[config.mk]
export PLATFORM = sky130hd
export DESIGN_NAME = multi_slot_software_timer_flat
export DESIGN_NICKNAME = d
export VERILOG_FILES = /design/src/hw/rtl/mst_pkg.sv /design/src/hw/rtl/mst_req_if.sv /design/src/hw/rtl/mst_rsp_if.sv /design/src/hw/rtl/mst_cell.sv /design/src/hw/rtl/mst_slot_proc.sv /design/src/hw/rtl/multi_slot_software_timer.sv /design/src/flat_wrapper.sv
export SDC_FILE = /design/constraint.sdc
export NUM_CORES = 1
export LEC_CHECK = 0
export ABC_CLOCK_PERIOD_IN_PS = 23400
export BUFFER_PORTS_ARGS = -buffer_cell sky130_fd_sc_hd__buf_2
export CORE_ASPECT_RATIO = 1.2
export CORE_MARGIN = 5
export CORE_UTILIZATION = 29
export CTS_BUF_LIST = sky130_fd_sc_hd__clkbuf_16
export DETAILED_ROUTE_END_ITERATION = 16
export PLACE_DENSITY = 0.43
export SYNTH_ARGS = -nofsm -noshare
export SYNTH_HDL_FRONTEND = slang
export SYNTH_SLANG_ARGS = --single-unit
[constraint.sdc]
create_clock -name clk_i -period 23.4 [get_ports clk_i]
set_input_delay 1.17 -clock clk_i [delete_from_list [all_inputs] [get_ports clk_i]]
set_output_delay 1.17 -clock clk_i [all_outputs]
set_load 0.03 [all_outputs]
[src/hw/rtl/mst_pkg.sv]
`default_nettype none

package mst_pkg;

  // Table geometry.
  localparam int unsigned TimerSlots = 16;
  localparam int unsigned TickBits   = 16;
  localparam int unsigned MaxResults = 16;

  // Fixed field widths of the request and response channels.
  localparam int unsigned ReqW     = 2;
  localparam int unsigned TimeoutW = 16;
  localparam int unsigned TagW     = 8;
  localparam int unsigned SlotNumW = 4;
  localparam int unsigned StatusW  = 3;

  // Derived widths.
  localparam int unsigned SlotW  = $clog2(TimerSlots);
  localparam int unsigned CntW   = $clog2(MaxResults + 1);
  localparam int unsigned IdxCmpW = (SlotW > SlotNumW) ? SlotW : SlotNumW;
  localparam int unsigned ElCmpW  = (TickBits > TimeoutW) ? TickBits : TimeoutW;

  typedef enum logic [ReqW-1:0] {
    ReqAdd    = 2'd0,
    ReqDelete = 2'd1,
    ReqTick   = 2'd2
  } req_e;

  typedef enum logic [StatusW-1:0] {
    StatAdded    = 3'd0,
    StatFull     = 3'd1,
    StatDeleted  = 3'd2,
    StatNotFound = 3'd3,
    StatFired    = 3'd4,
    StatNone     = 3'd5
  } status_e;

  typedef enum logic [1:0] {
    StIdle,
    StScan,
    StFinish
  } state_e;

  // One timer slot as it travels along the ring.
  typedef struct packed {
    logic                live;
    logic [TimeoutW-1:0] timeout;
    logic [TickBits-1:0] elapsed;
    logic                repeats;
    logic [TagW-1:0]     tag;
  } slot_t;

  // What the head update does to the slot passing by.
  typedef struct packed {
    logic do_add;
    logic do_del;
    logic do_tick;
  } proc_ctl_t;

  // What happened to the slot passing by.
  typedef struct packed {
    logic placed;
    logic deleted;
    logic fired;
  } proc_stat_t;

endpackage

`default_nettype wire

[src/hw/rtl/mst_req_if.sv]
`default_nettype none

interface mst_req_if import mst_pkg::*; ();
  logic                valid;
  logic                ready;
  logic [ReqW-1:0]     req_type;
  logic [TimeoutW-1:0] timeout_ticks;
  logic                periodic;
  logic [TagW-1:0]     user_tag;
  logic [SlotNumW-1:0] target_slot;

  modport source (
    output valid, req_type, timeout_ticks, periodic, user_tag, target_slot,
    input  ready
  );

  modport sink (
    input  valid, req_type, timeout_ticks, periodic, user_tag, target_slot,
    output ready
  );
endinterface

`default_nettype wire

[src/hw/rtl/mst_rsp_if.sv]
`default_nettype none

interface mst_rsp_if import mst_pkg::*; ();
  logic                valid;
  logic                ready;
  logic [StatusW-1:0]  status;
  logic [SlotNumW-1:0] slot_number;
  logic [TagW-1:0]     fired_tag;
  logic                last_result;

  modport source (
    output valid, status, slot_number, fired_tag, last_result,
    input  ready
  );

  modport sink (
    input  valid, status, slot_number, fired_tag, last_result,
    output ready
  );
endinterface

`default_nettype wire

[src/hw/rtl/mst_cell.sv]
`default_nettype none

// One storage cell of the slot ring. It takes its neighbor's slot on a shift.
module mst_cell import mst_pkg::*; (
  input  wire logic  clk_i,
  input  wire logic  rst_ni,
  input  wire logic  shift_i,
  input  wire slot_t slot_i,
  output slot_t      slot_o
);

  logic  live_q;
  slot_t data_q;

  // The live bit is control state and is cleared by reset.
  always_ff @(posedge clk_i or negedge rst_ni) begin
    if (!rst_ni) begin
      live_q <= 1'b0;
    end else if (shift_i) begin
      live_q <= slot_i.live;
    end
  end

  // The timer contents only matter while the slot is live.
  always_ff @(posedge clk_i) begin
    if (shift_i) begin
      data_q <= slot_i;
    end
  end

  always_comb begin
    slot_o      = data_q;
    slot_o.live = live_q;
  end

endmodule

`default_nettype wire

[src/hw/rtl/mst_slot_proc.sv]
`default_nettype none

// Update applied to the slot at the head of the ring before it re-enters the tail.
module mst_slot_proc import mst_pkg::*; (
  input  wire proc_ctl_t ctl_i,
  input  wire slot_t     slot_i,
  input  wire slot_t     add_i,
  output slot_t          slot_o,
  output proc_stat_t     stat_o
);

  logic [TickBits-1:0] inc;

  // Saturating elapsed count.
  always_comb begin
    if (slot_i.elapsed == {TickBits{1'b1}}) begin
      inc = slot_i.elapsed;
    end else begin
      inc = slot_i.elapsed + TickBits'(1);
    end
  end

  always_comb begin
    slot_o = slot_i;
    stat_o = '0;
    // An add lands in the first free slot that passes.
    if (ctl_i.do_add && !slot_i.live) begin
      slot_o        = add_i;
      slot_o.live   = 1'b1;
      stat_o.placed = 1'b1;
    end
    // A delete frees the addressed slot if it is live.
    if (ctl_i.do_del && slot_i.live) begin
      slot_o.live    = 1'b0;
      stat_o.deleted = 1'b1;
    end
    // A tick advances the count and fires once the timeout is reached.
    if (ctl_i.do_tick && slot_i.live) begin
      slot_o.elapsed = inc;
      if (ElCmpW'(inc) >= ElCmpW'(slot_i.timeout)) begin
        stat_o.fired = 1'b1;
        if (slot_i.repeats) begin
          slot_o.elapsed = '0;
        end else begin
          slot_o.live = 1'b0;
        end
      end
    end
  end

endmodule

`default_nettype wire

[src/hw/rtl/multi_slot_software_timer.sv]
// Channel  Dir  Fields                                                      Transfer
// req_i    in   req_type, timeout_ticks, periodic, user_tag, target_slot    valid & ready
// rsp_o    out  status, slot_number, fired_tag, last_result                 valid & ready
//
// Each add, delete or tick rotates the slot ring once, one slot per cycle while the
// response side does not stall. The final response is registered after the scan, and the
// block takes no new request until that final response has been registered.
// The ring moves only when the response register is empty or being drained.
// Reset frees every slot; timer contents are undefined until an add writes them.
// A request type with no meaning is taken and dropped without any response.
`default_nettype none

module multi_slot_software_timer import mst_pkg::*; (
  input  wire logic clk_i,
  input  wire logic rst_ni,
  mst_req_if.sink   req_i,
  mst_rsp_if.source rsp_o
);

  state_e state_q, state_d;
  logic [SlotW-1:0] idx_q, idx_d;

  req_e                op_req_q;
  logic [TimeoutW-1:0] op_timeout_q;
  logic                op_periodic_q;
  logic [TagW-1:0]     op_tag_q;
  logic [SlotNumW-1:0] op_target_q;

  logic             add_pend_q, add_pend_d;
  logic             found_q, found_d;
  logic [SlotW-1:0] res_slot_q, res_slot_d;
  logic             hold_valid_q, hold_valid_d;
  logic [SlotW-1:0] hold_slot_q, hold_slot_d;
  logic [TagW-1:0]  hold_tag_q, hold_tag_d;
  logic [CntW-1:0]  cnt_q, cnt_d;

  logic                out_valid_q, out_valid_d;
  status_e             out_status_q, out_status_d;
  logic [SlotNumW-1:0] out_slot_q, out_slot_d;
  logic [TagW-1:0]     out_tag_q, out_tag_d;
  logic                out_last_q, out_last_d;

  logic       accept;
  logic       advance;
  logic       shift_en;
  proc_ctl_t  proc_ctl;
  proc_stat_t proc_stat;
  slot_t      add_rec;
  slot_t      tail_in;
  slot_t      ring [TimerSlots];

  assign req_i.ready = (state_q == StIdle);
  assign accept      = req_i.valid && req_i.ready;
  assign advance     = !out_valid_q || rsp_o.ready;
  assign shift_en    = (state_q == StScan) && advance;

  // Slot ring: cell i takes cell i+1, the last cell takes the updated head.
  for (genvar i = 0; i < TimerSlots; i++) begin : g_cell
    if (i == TimerSlots - 1) begin : g_tail
      mst_cell u_cell (
        .clk_i   (clk_i),
        .rst_ni  (rst_ni),
        .shift_i (shift_en),
        .slot_i  (tail_in),
        .slot_o  (ring[i])
      );
    end else begin : g_body
      mst_cell u_cell (
        .clk_i   (clk_i),
        .rst_ni  (rst_ni),
        .shift_i (shift_en),
        .slot_i  (ring[i+1]),
        .slot_o  (ring[i])
      );
    end
  end

  // Record written by an add.
  always_comb begin
    add_rec.live    = 1'b1;
    add_rec.timeout = op_timeout_q;
    add_rec.elapsed = '0;
    add_rec.repeats = op_periodic_q;
    add_rec.tag     = op_tag_q;
  end

  // Head update controls for the current request.
  always_comb begin
    proc_ctl.do_add  = (op_req_q == ReqAdd) && add_pend_q;
    proc_ctl.do_del  = (op_req_q == ReqDelete) &&
                       (IdxCmpW'(idx_q) == IdxCmpW'(op_target_q));
    proc_ctl.do_tick = (op_req_q == ReqTick);
  end

  mst_slot_proc u_proc (
    .ctl_i  (proc_ctl),
    .slot_i (ring[0]),
    .add_i  (add_rec),
    .slot_o (tail_in),
    .stat_o (proc_stat)
  );

  // Next state.
  always_comb begin
    state_d = state_q;
    unique case (state_q)
      StIdle: begin
        if (accept && (req_e'(req_i.req_type) == ReqAdd ||
                       req_e'(req_i.req_type) == ReqDelete ||
                       req_e'(req_i.req_type) == ReqTick)) begin
          state_d = StScan;
        end
      end
      StScan: begin
        if (shift_en && idx_q == SlotW'(TimerSlots - 1)) begin
          state_d = StFinish;
        end
      end
      StFinish: begin
        if (advance) begin
          state_d = StIdle;
        end
      end
      default: state_d = StIdle;
    endcase
  end

  // Scan bookkeeping and response generation.
  always_comb begin
    idx_d        = idx_q;
    add_pend_d   = add_pend_q;
    found_d      = found_q;
    res_slot_d   = res_slot_q;
    hold_valid_d = hold_valid_q;
    hold_slot_d  = hold_slot_q;
    hold_tag_d   = hold_tag_q;
    cnt_d        = cnt_q;
    out_valid_d  = out_valid_q;
    out_status_d = out_status_q;
    out_slot_d   = out_slot_q;
    out_tag_d    = out_tag_q;
    out_last_d   = out_last_q;

    // A taken response empties the output register.
    if (advance) begin
      out_valid_d = 1'b0;
    end

    unique case (state_q)
      StIdle: begin
        if (accept) begin
          idx_d        = '0;
          add_pend_d   = 1'b1;
          found_d      = 1'b0;
          hold_valid_d = 1'b0;
          cnt_d        = '0;
        end
      end
      StScan: begin
        if (shift_en) begin
          idx_d = idx_q + SlotW'(1);
          if (proc_stat.placed) begin
            add_pend_d = 1'b0;
            res_slot_d = idx_q;
          end
          if (proc_stat.deleted) begin
            found_d = 1'b1;
          end
          // A fired slot is held back one step so the final one can carry last.
          if (proc_stat.fired && cnt_q < CntW'(MaxResults)) begin
            cnt_d        = cnt_q + CntW'(1);
            hold_valid_d = 1'b1;
            hold_slot_d  = idx_q;
            hold_tag_d   = ring[0].tag;
            if (hold_valid_q) begin
              out_valid_d  = 1'b1;
              out_status_d = StatFired;
              out_slot_d   = SlotNumW'(hold_slot_q);
              out_tag_d    = hold_tag_q;
              out_last_d   = 1'b0;
            end
          end
        end
      end
      StFinish: begin
        if (advance) begin
          out_valid_d  = 1'b1;
          out_last_d   = 1'b1;
          out_tag_d    = '0;
          hold_valid_d = 1'b0;
          unique case (op_req_q)
            ReqAdd: begin
              if (add_pend_q) begin
                out_status_d = StatFull;
                out_slot_d   = '0;
              end else begin
                out_status_d = StatAdded;
                out_slot_d   = SlotNumW'(res_slot_q);
              end
            end
            ReqDelete: begin
              out_status_d = found_q ? StatDeleted : StatNotFound;
              out_slot_d   = op_target_q;
            end
            ReqTick: begin
              if (hold_valid_q) begin
                out_status_d = StatFired;
                out_slot_d   = SlotNumW'(hold_slot_q);
                out_tag_d    = hold_tag_q;
              end else begin
                out_status_d = StatNone;
                out_slot_d   = '0;
              end
            end
            default: begin
              out_status_d = StatNone;
              out_slot_d   = '0;
            end
          endcase
        end
      end
      default: begin
        idx_d = '0;
      end
    endcase
  end

  // Control registers.
  always_ff @(posedge clk_i or negedge rst_ni) begin
    if (!rst_ni) begin
      state_q      <= StIdle;
      idx_q        <= '0;
      add_pend_q   <= 1'b0;
      found_q      <= 1'b0;
      hold_valid_q <= 1'b0;
      cnt_q        <= '0;
      out_valid_q  <= 1'b0;
    end else begin
      state_q      <= state_d;
      idx_q        <= idx_d;
      add_pend_q   <= add_pend_d;
      found_q      <= found_d;
      hold_valid_q <= hold_valid_d;
      cnt_q        <= cnt_d;
      out_valid_q  <= out_valid_d;
    end
  end

  // Request fields captured on transfer.
  always_ff @(posedge clk_i) begin
    if (accept) begin
      op_req_q      <= req_e'(req_i.req_type);
      op_timeout_q  <= req_i.timeout_ticks;
      op_periodic_q <= req_i.periodic;
      op_tag_q      <= req_i.user_tag;
      op_target_q   <= req_i.target_slot;
    end
  end

  // Payload registers.
  always_ff @(posedge clk_i) begin
    res_slot_q   <= res_slot_d;
    hold_slot_q  <= hold_slot_d;
    hold_tag_q   <= hold_tag_d;
    out_status_q <= out_status_d;
    out_slot_q   <= out_slot_d;
    out_tag_q    <= out_tag_d;
    out_last_q   <= out_last_d;
  end

  assign rsp_o.valid       = out_valid_q;
  assign rsp_o.status      = out_status_q;
  assign rsp_o.slot_number = out_slot_q;
  assign rsp_o.fired_tag   = out_tag_q;
  assign rsp_o.last_result = out_last_q;

`ifndef SYNTHESIS
  // A stalled response must freeze the ring position.
  assert property (@(posedge clk_i) disable iff (!rst_ni)
    (out_valid_q && !rsp_o.ready) |=> $stable(idx_q))
    else $error("slot ring moved while the response was stalled");

  // A held fired slot only exists during a tick.
  assert property (@(posedge clk_i) disable iff (!rst_ni)
    hold_valid_q |-> (op_req_q == ReqTick))
    else $error("fired slot held outside a tick");

  // Every scan starts at slot zero.
  assert property (@(posedge clk_i) disable iff (!rst_ni)
    (state_q == StIdle && state_d == StScan) |=> (idx_q == '0))
    else $error("scan did not start at slot zero");

  // The reported fire count never passes its cap.
  assert property (@(posedge clk_i) disable iff (!rst_ni)
    cnt_q <= CntW'(MaxResults))
    else $error("fire count exceeded the result cap");
`endif

endmodule

`default_nettype wire

[src/flat_wrapper.sv]
// flat-port wrapper written by rule: the top's interface ports become plain ports
module multi_slot_software_timer_flat import mst_pkg::*;
  (clk_i, rst_ni, req_i_valid, req_i_req_type, req_i_timeout_ticks, req_i_periodic, req_i_user_tag, req_i_target_slot, req_i_ready, rsp_o_valid, rsp_o_status, rsp_o_slot_number, rsp_o_fired_tag, rsp_o_last_result, rsp_o_ready);
  mst_req_if req_i_i ();
  mst_rsp_if rsp_o_i ();
  input  wire logic clk_i;
  input  wire logic rst_ni;
  input wire logic [$bits(req_i_i.valid)-1:0] req_i_valid;
  input wire logic [$bits(req_i_i.req_type)-1:0] req_i_req_type;
  input wire logic [$bits(req_i_i.timeout_ticks)-1:0] req_i_timeout_ticks;
  input wire logic [$bits(req_i_i.periodic)-1:0] req_i_periodic;
  input wire logic [$bits(req_i_i.user_tag)-1:0] req_i_user_tag;
  input wire logic [$bits(req_i_i.target_slot)-1:0] req_i_target_slot;
  output wire logic [$bits(req_i_i.ready)-1:0] req_i_ready;
  output wire logic [$bits(rsp_o_i.valid)-1:0] rsp_o_valid;
  output wire logic [$bits(rsp_o_i.status)-1:0] rsp_o_status;
  output wire logic [$bits(rsp_o_i.slot_number)-1:0] rsp_o_slot_number;
  output wire logic [$bits(rsp_o_i.fired_tag)-1:0] rsp_o_fired_tag;
  output wire logic [$bits(rsp_o_i.last_result)-1:0] rsp_o_last_result;
  input wire logic [$bits(rsp_o_i.ready)-1:0] rsp_o_ready;
  assign req_i_i.valid = req_i_valid;
  assign req_i_i.req_type = req_i_req_type;
  assign req_i_i.timeout_ticks = req_i_timeout_ticks;
  assign req_i_i.periodic = req_i_periodic;
  assign req_i_i.user_tag = req_i_user_tag;
  assign req_i_i.target_slot = req_i_target_slot;
  assign req_i_ready = req_i_i.ready;
  assign rsp_o_valid = rsp_o_i.valid;
  assign rsp_o_status = rsp_o_i.status;
  assign rsp_o_slot_number = rsp_o_i.slot_number;
  assign rsp_o_fired_tag = rsp_o_i.fired_tag;
  assign rsp_o_last_result = rsp_o_i.last_result;
  assign rsp_o_i.ready = rsp_o_ready;
  multi_slot_software_timer u_core (.clk_i(clk_i), .rst_ni(rst_ni), .req_i(req_i_i), .rsp_o(rsp_o_i));
endmodule
-- Word level (Yosys, flattened, before mapping)
Index checks and enable logic that the tools add are counted.
- $add $sub $neg: 3
- multipliers: 0
- divide/modulo/power cells: 0
- $lt $le $gt $ge: 2
- equality and inequality tests: 18
- shift operators: 0
- multiplexer cells: 71
- bitwise logic cells: 1
- reductions and logical operators: 30
- operators by type and width (operator ; number):
    two-way mux 16 bit ; 4
    two-way mux 8 bit ; 6
    two-way mux 42 bit ; 1
    two-way mux 4 bit ; 8
    two-way mux 1 bit ; 29
    one-hot mux 4 bit (3 select lines) ; 2
    adder 16 x 1 -> 16 bit (second input constant) ; 1
    == test 16 bit (second input constant) ; 1
    greater-or-equal comparator 16 bit ; 1
    one-hot mux 8 bit (2 select lines) ; 1
    two-way mux 5 bit ; 3
    two-way mux 3 bit ; 4
    AND reduction 3 bit ; 4
    AND reduction 4 bit ; 3
    logical AND 1 bit ; 10
    != test 2 x 1 -> 1 bit (second input constant) ; 5
    one-hot mux 5 bit (2 select lines) ; 1
    AND reduction 5 bit ; 2
    one-hot mux 3 bit (3 select lines) ; 1
    != test 2 bit (second input constant) ; 4
    one-hot mux 1 bit (2 select lines) ; 4
    one-hot mux 4 bit (2 select lines) ; 1
    == test 2 x 1 -> 1 bit (second input constant) ; 3
    == test 2 bit (second input constant) ; 3
    other kinds (15) ; 23
- register bits: 750
- bits in latches: 0
- RAM bits: 0
- ROM bits: 0
- input port bits: 35
- output and inout port bits: 18
- memories: 0

-- Depth between registers and ports, before layout
- depth in word-level cells: 9
- depth in mapped cells: 15

-- Hierarchy
A second synthesis with hierarchy kept.
- cells, all modules: 1124
- area total of the unflattened synthesis: 24965.2 µm²
- modules (own cells, without submodules) (module ; times used ; cells an instance ; area each (µm²) ; sequential area each (µm²)):
    mst_cell ; 16 ; 44 ; 1278.7 ; 1256.2
    multi_slot_software_timer ; 1 ; 202 ; 3029.2 ; 2267.2
    mst_slot_proc ; 1 ; 218 ; 1476.4 ; 0.0

-- Worst setup path before layout
Ideal clock, no wire load.
- kind: input to register
- start point: input rsp_o_ready
- end point: register u_core.g_cell[0].g_body.u_cell.data_q, in the netlist u_core.g_cell[0].g_body.u_cell.slot_o[0], enable pin
- setup time: 1.276 ns
- arrival time: 19.484 ns
- required time: 22.124 ns
- slack: 2.640 ns
- stages on the path: 5
- path buffers: 2
- cell sequence: nor2b_1 clkbuf_1 nand2b_1 clkinv_1 clkbuf_1
- cells in the longest elaborated chain, start to end: 2
- ends and longest elaborated chain (element ; line ; RTL):
    start, declared ; flat_wrapper.sv:20 ; input wire logic [$bits(rsp_o_i.ready)-1:0] rsp_o_ready;
    logical OR 1 bit ; multi_slot_software_timer.sv:54 ; assign advance = !out_valid_q || rsp_o.ready;
    logical AND 1 bit ; multi_slot_software_timer.sv:55 ; assign shift_en = (state_q == StScan) && advance;
    net u_core.g_cell[0].g_body.u_cell.shift_i ; mst_cell.sv:7 ; input wire logic shift_i,
    end signal, assigned ; mst_cell.sv:27 ; data_q <= slot_i;
    end, declared ; mst_cell.sv:13 ; slot_t data_q;
The timed path passes the listed nets, and every way through them passes these cells.
A chain may end at the register's enable or synchronous reset.

-- Final worst setup path
- start point: register u_core.state_q[1]
- end point: register u_core.g_cell[9].g_body.u_cell.data_q, in the netlist u_core.g_cell[9].g_body.u_cell.slot_o[14], enable pin
- cells in the longest elaborated chain, start to end: 2
- ends and longest elaborated chain (element ; line ; RTL):
    start, declared ; multi_slot_software_timer.sv:20 ; state_e state_q, state_d;
    start signal, assigned ; multi_slot_software_timer.sv:231 ; state_q <= StIdle;
    start signal, assigned ; multi_slot_software_timer.sv:239 ; state_q <= state_d;
    == test 2 x 1 -> 1 bit ; multi_slot_software_timer.sv:55 ;
    logical AND 1 bit ; multi_slot_software_timer.sv:55 ;
    end signal, assigned ; mst_cell.sv:27 ;
    end, declared ; mst_cell.sv:13 ;
Every way passes these cells.

==> summary.txt <==
Drt
  • Average wire per standard cell: 16.48 um
  • DRC: 0
  • Vias: a little over 10,000
  • ANT nets after route: 0
  • Pre-Repair DR Iteration Count: 5
  • Number of vias per cell: around 4.1
  • Final WL: 40,750 um
  • Drt initial violations: between 800 and 900

Setup path
  • CP Launch Type: register
  • CP Capture Type: register
  • CP dominant cell by count: buf_4
  • Slowest cell on the critical path: buf_4
  • CP Max Fanout: 96
  • CP delay by family, top: buffers and inverters
  • Worst Path Arrival: ~5.5 ns
  • Crit path cell chain: inv_1, ha_1, nand2b_1, inv_8, buf_4, buf_4, buf_4
  • Worst Setup SP: u_core.state_q[1]
  • CP Class: reg2reg
  • CP peak stage delay: 0.95 ns
  • Buffers and inverters on the worst path: 5
  • Req. time, crit path: approximately 24 ns
  • Reg-to-reg startpoint: u_core.state_q[1]

Synthesis
  • Post-synth cell types: 57
  • Top cell type by total area after synthesis: edfxtp_1
  • Mean Syn Cell Area: approximately 21 um2
  • Most common cell in the synthesized netlist: edfxtp_1
  • Synth Register Bits: 750
  • Ys flop type: edfxtp_1
  • Simple-Gate Fraction of Synth Area: 0.03854
  • Adder-Cell Fraction of Synth Area: 0.01113
  • Post-Synth XOR/XNOR Area: 0.006373
  • Yosys top cell area share: 0.8727
  • Proportion of synthesized area in mux cells: 0.005766
  • Synth Area in Compound Gates: 0.02529
  • Post-synth top cells: edfxtp_1, nand2_1, inv_1, o21ai_0, nor2_1
  • Syn Nets: ~1,200
  • EDFF count, synth: 719
  • Yosys warning total: 0
  • Synth area leaders: edfxtp_1, dfrtp_1, nand2_1
  • Mapped Cells: ~1,200
  • Mapped Area: roughly 25,000 um2
  • Largest family of logic cells by synthesized area: simple AND/OR/NAND/NOR gates
  • Synth async-reset ratio: 0.04133
  • Register area share after synthesis: 0.9041

Final layout
  • FILL cells: slightly below 8,000
  • Final layout net count: ~1,300
  • Diodes inserted: 0
  • Cell area after layout: ~29,000 um2
  • Multi-input gate area: between 2000 and 2500 um2
  • Seq. cell area: roughly 22,000 um2
  • Share of cells above drive strength 1: 0.1512
  • Layout area overhead: 17.67%

Placed design
  • Detail Placement HPWL: between 20,000 and 25,000 um
  • RePlAce Congestion: roughly 0.76
  • Port Buf Inserts: 52
  • Post-DP Area: 26,430 um2

Clock network
  • Root buffer cell: clkbuf_16
  • CTS tree: yes
  • # clock sinks: 750
  • Postcts setup bufs: 0
  • Buffer depth of the longest clock path: 3
  • # resized after CTS: 0
  • Worst-path clk slew: 0.06 ns
  • Htree depth: 3
  • Number of buffers created by CTS: approximately 80
  • Clk Latency, worst-skew pair: 0.64 ns
  • Hold_buf cts: 0

Global routing
  • Initial antenna violation count: 1
  • Vias in the first global route: about 10,000
  • GRT overflow: 0
  • Total track usage: 0.08786
  • First-pass GRT wire length: between 60,000 and 70,000 um
  • Largest net degree at the start of global routing: between 90 and 100

Floorplanning
  • Die area: between 90,000 and 100,000 um2
  • Die Wd: 276.6 um
  • Initial Util: 0.2919
  • I/O pin count: 53
  • Core area: roughly 85,000 um2
  • DIE HEIGHT: 330.0 um
  • Rows: 117

STA
  • Final setup fails: 0
  • Slew @ Worst Pin: 1.185 ns
  • Fmax: 0.1907 GHz
  • Final worst path period share: 0.2241
  • Setup_tns: 0 ns
  • Final Hold Viols: 0
  • Worst rel slew slack: 0.2101
  • Min Tclk post-route: 5.243 ns
  • Worst-case clock skew: slightly below 0.05 ns
  • Unrepaired setup endpoints after global routing: no
  • Slew Limit Fails: 0

Power and ir drop
  • VDD IR-drop max: 0.08489 mV
  • Pwr dens: about 150 nW/um2
  • Tot Pwr: 4.311 mW
  • Leakage: roughly 9.9 nW

Min path
  • Hold Crit Class: reg2reg
  • HP Start: u_core.g_cell[13].g_body.u_cell.slot_o[8]

Outcome
  • Status: finished, final reports clean

Flow run
  • Max Cap Viol: 0
[state kept, by name, indices dropped and copies added (netlist names), 2 cells and up]
name,flops
u_core.res_slot_q,4
u_core.op_target_q,4
u_core.hold_tag_q,8
u_core.cnt_q,5
u_core.op_tag_q,8
u_core.g_cell.g_body.u_cell.slot_o,615
u_core.rsp_o.slot_number,4
u_core.rsp_o.status,3
u_core.g_cell.g_tail.u_cell.slot_o,41
u_core.op_timeout_q,16
u_core.rsp_o.fired_tag,8
u_core.state_q,2
u_core.op_req_q,2
u_core.idx_q,4
u_core.g_cell.g_body.u_cell.live_q,15
u_core.hold_slot_q,4
[logic make-up after synthesis]
kind of cell	count (synthesis)
flops	750
fa+ha+maj	22
xor+xnor	18
simple gates	202
compound gates	91
mux	13
buf+inv	55
[power breakdown]
| group | total, mW | leakage, nW | internal (mW) | switching, mW |
|---|---|---|---|---|
| registers | 2.55 | 7.35 | 2.34 | 0.208 |
| clock network | 1.26 | 1.36 | 0.738 | 0.522 |
| logic | 0.501 | 1.24 | 0.106 | 0.395 |
[layout by cell type, fill, tap and decap left out, types with 3 or more instances in the layout]
cell type     n
and3_1        5
clkinv_2     13
inv_1        49
nand2b_1      5
a211oi_1      4
clkinvlp_4    3
inv_16        3
and2_1       11
a22o_1        3
bufinv_16     9
nand4_1       9
buf_4        11
edfxtp_1    719
dfrtp_1      31
ha_1         22
mux2_2       10
mux2i_1       3
o21ai_0      34
nor3_1       10
o21a_1        5
buf_2        52
nand3_1      15
clkinv_16     3
nand2_1      96
xnor2_1      11
a21oi_1      18
clkinv_1     19
o31ai_1       3
or3_1         3
nor2_1       33
clkbuf_16    81
xor2_1        7
nor3b_1       3
[metal layers]
metal,GRT usage,vias to the layer above,wire [um]
met5,0,-,20
met4,0.03458,2,1171
met3,0.02156,86,1704
met2,0.1310,191,17990
met1,0.1251,5248,19860
li1,-,4711,-
[stage by stage]
step | worst slack (ns) | cells | utilization | hold slack (ns)
after floorplan | 2.640 | 1151 | - | 0.4003
after global placement | 17.56 | 2325 | 0.3118 | 0.4009
after detailed placement | 17.41 | 2325 | 0.3118 | 0.4045
after CTS | 17.99 | 2473 | 0.3434 | 0.3758
after global routing | 17.65 | 2473 | 0.3434 | 0.3867
final | 18.16 | 2473 | 0.3434 | 0.3860
[final timing paths]
path / to / slack, ns / cells past startpoint
setup reg to reg: u_core.g_cell[9].g_body.u_cell.slot_o[14] / 18.16 / 7
hold / removal: u_core.g_cell[12].g_body.u_cell.slot_o[8] / 0.39 / 0
max in group asynchronous: u_core.g_cell[10].g_body.u_cell.live_q / 22.28 / 1
hold reg to reg: u_core.g_cell[12].g_body.u_cell.slot_o[8] / 0.39 / 0
min in group asynchronous: u_core.idx_q[1] / 0.61 / 1
setup / recovery: u_core.g_cell[9].g_body.u_cell.slot_o[14] / 18.16 / 7
[area by class of cell]
class                           instances  area share
Tap cell                             1130     0.04857
Clock buffer                           81     0.06963
Sequential cell                       750      0.7684
Timing Repair Buffer                   63     0.01178
Inverter                               36    0.004900
Multi-Input combinational cell        346     0.07432
Clock inverter                         67     0.02244
Power figures use the tool's default switching activity.
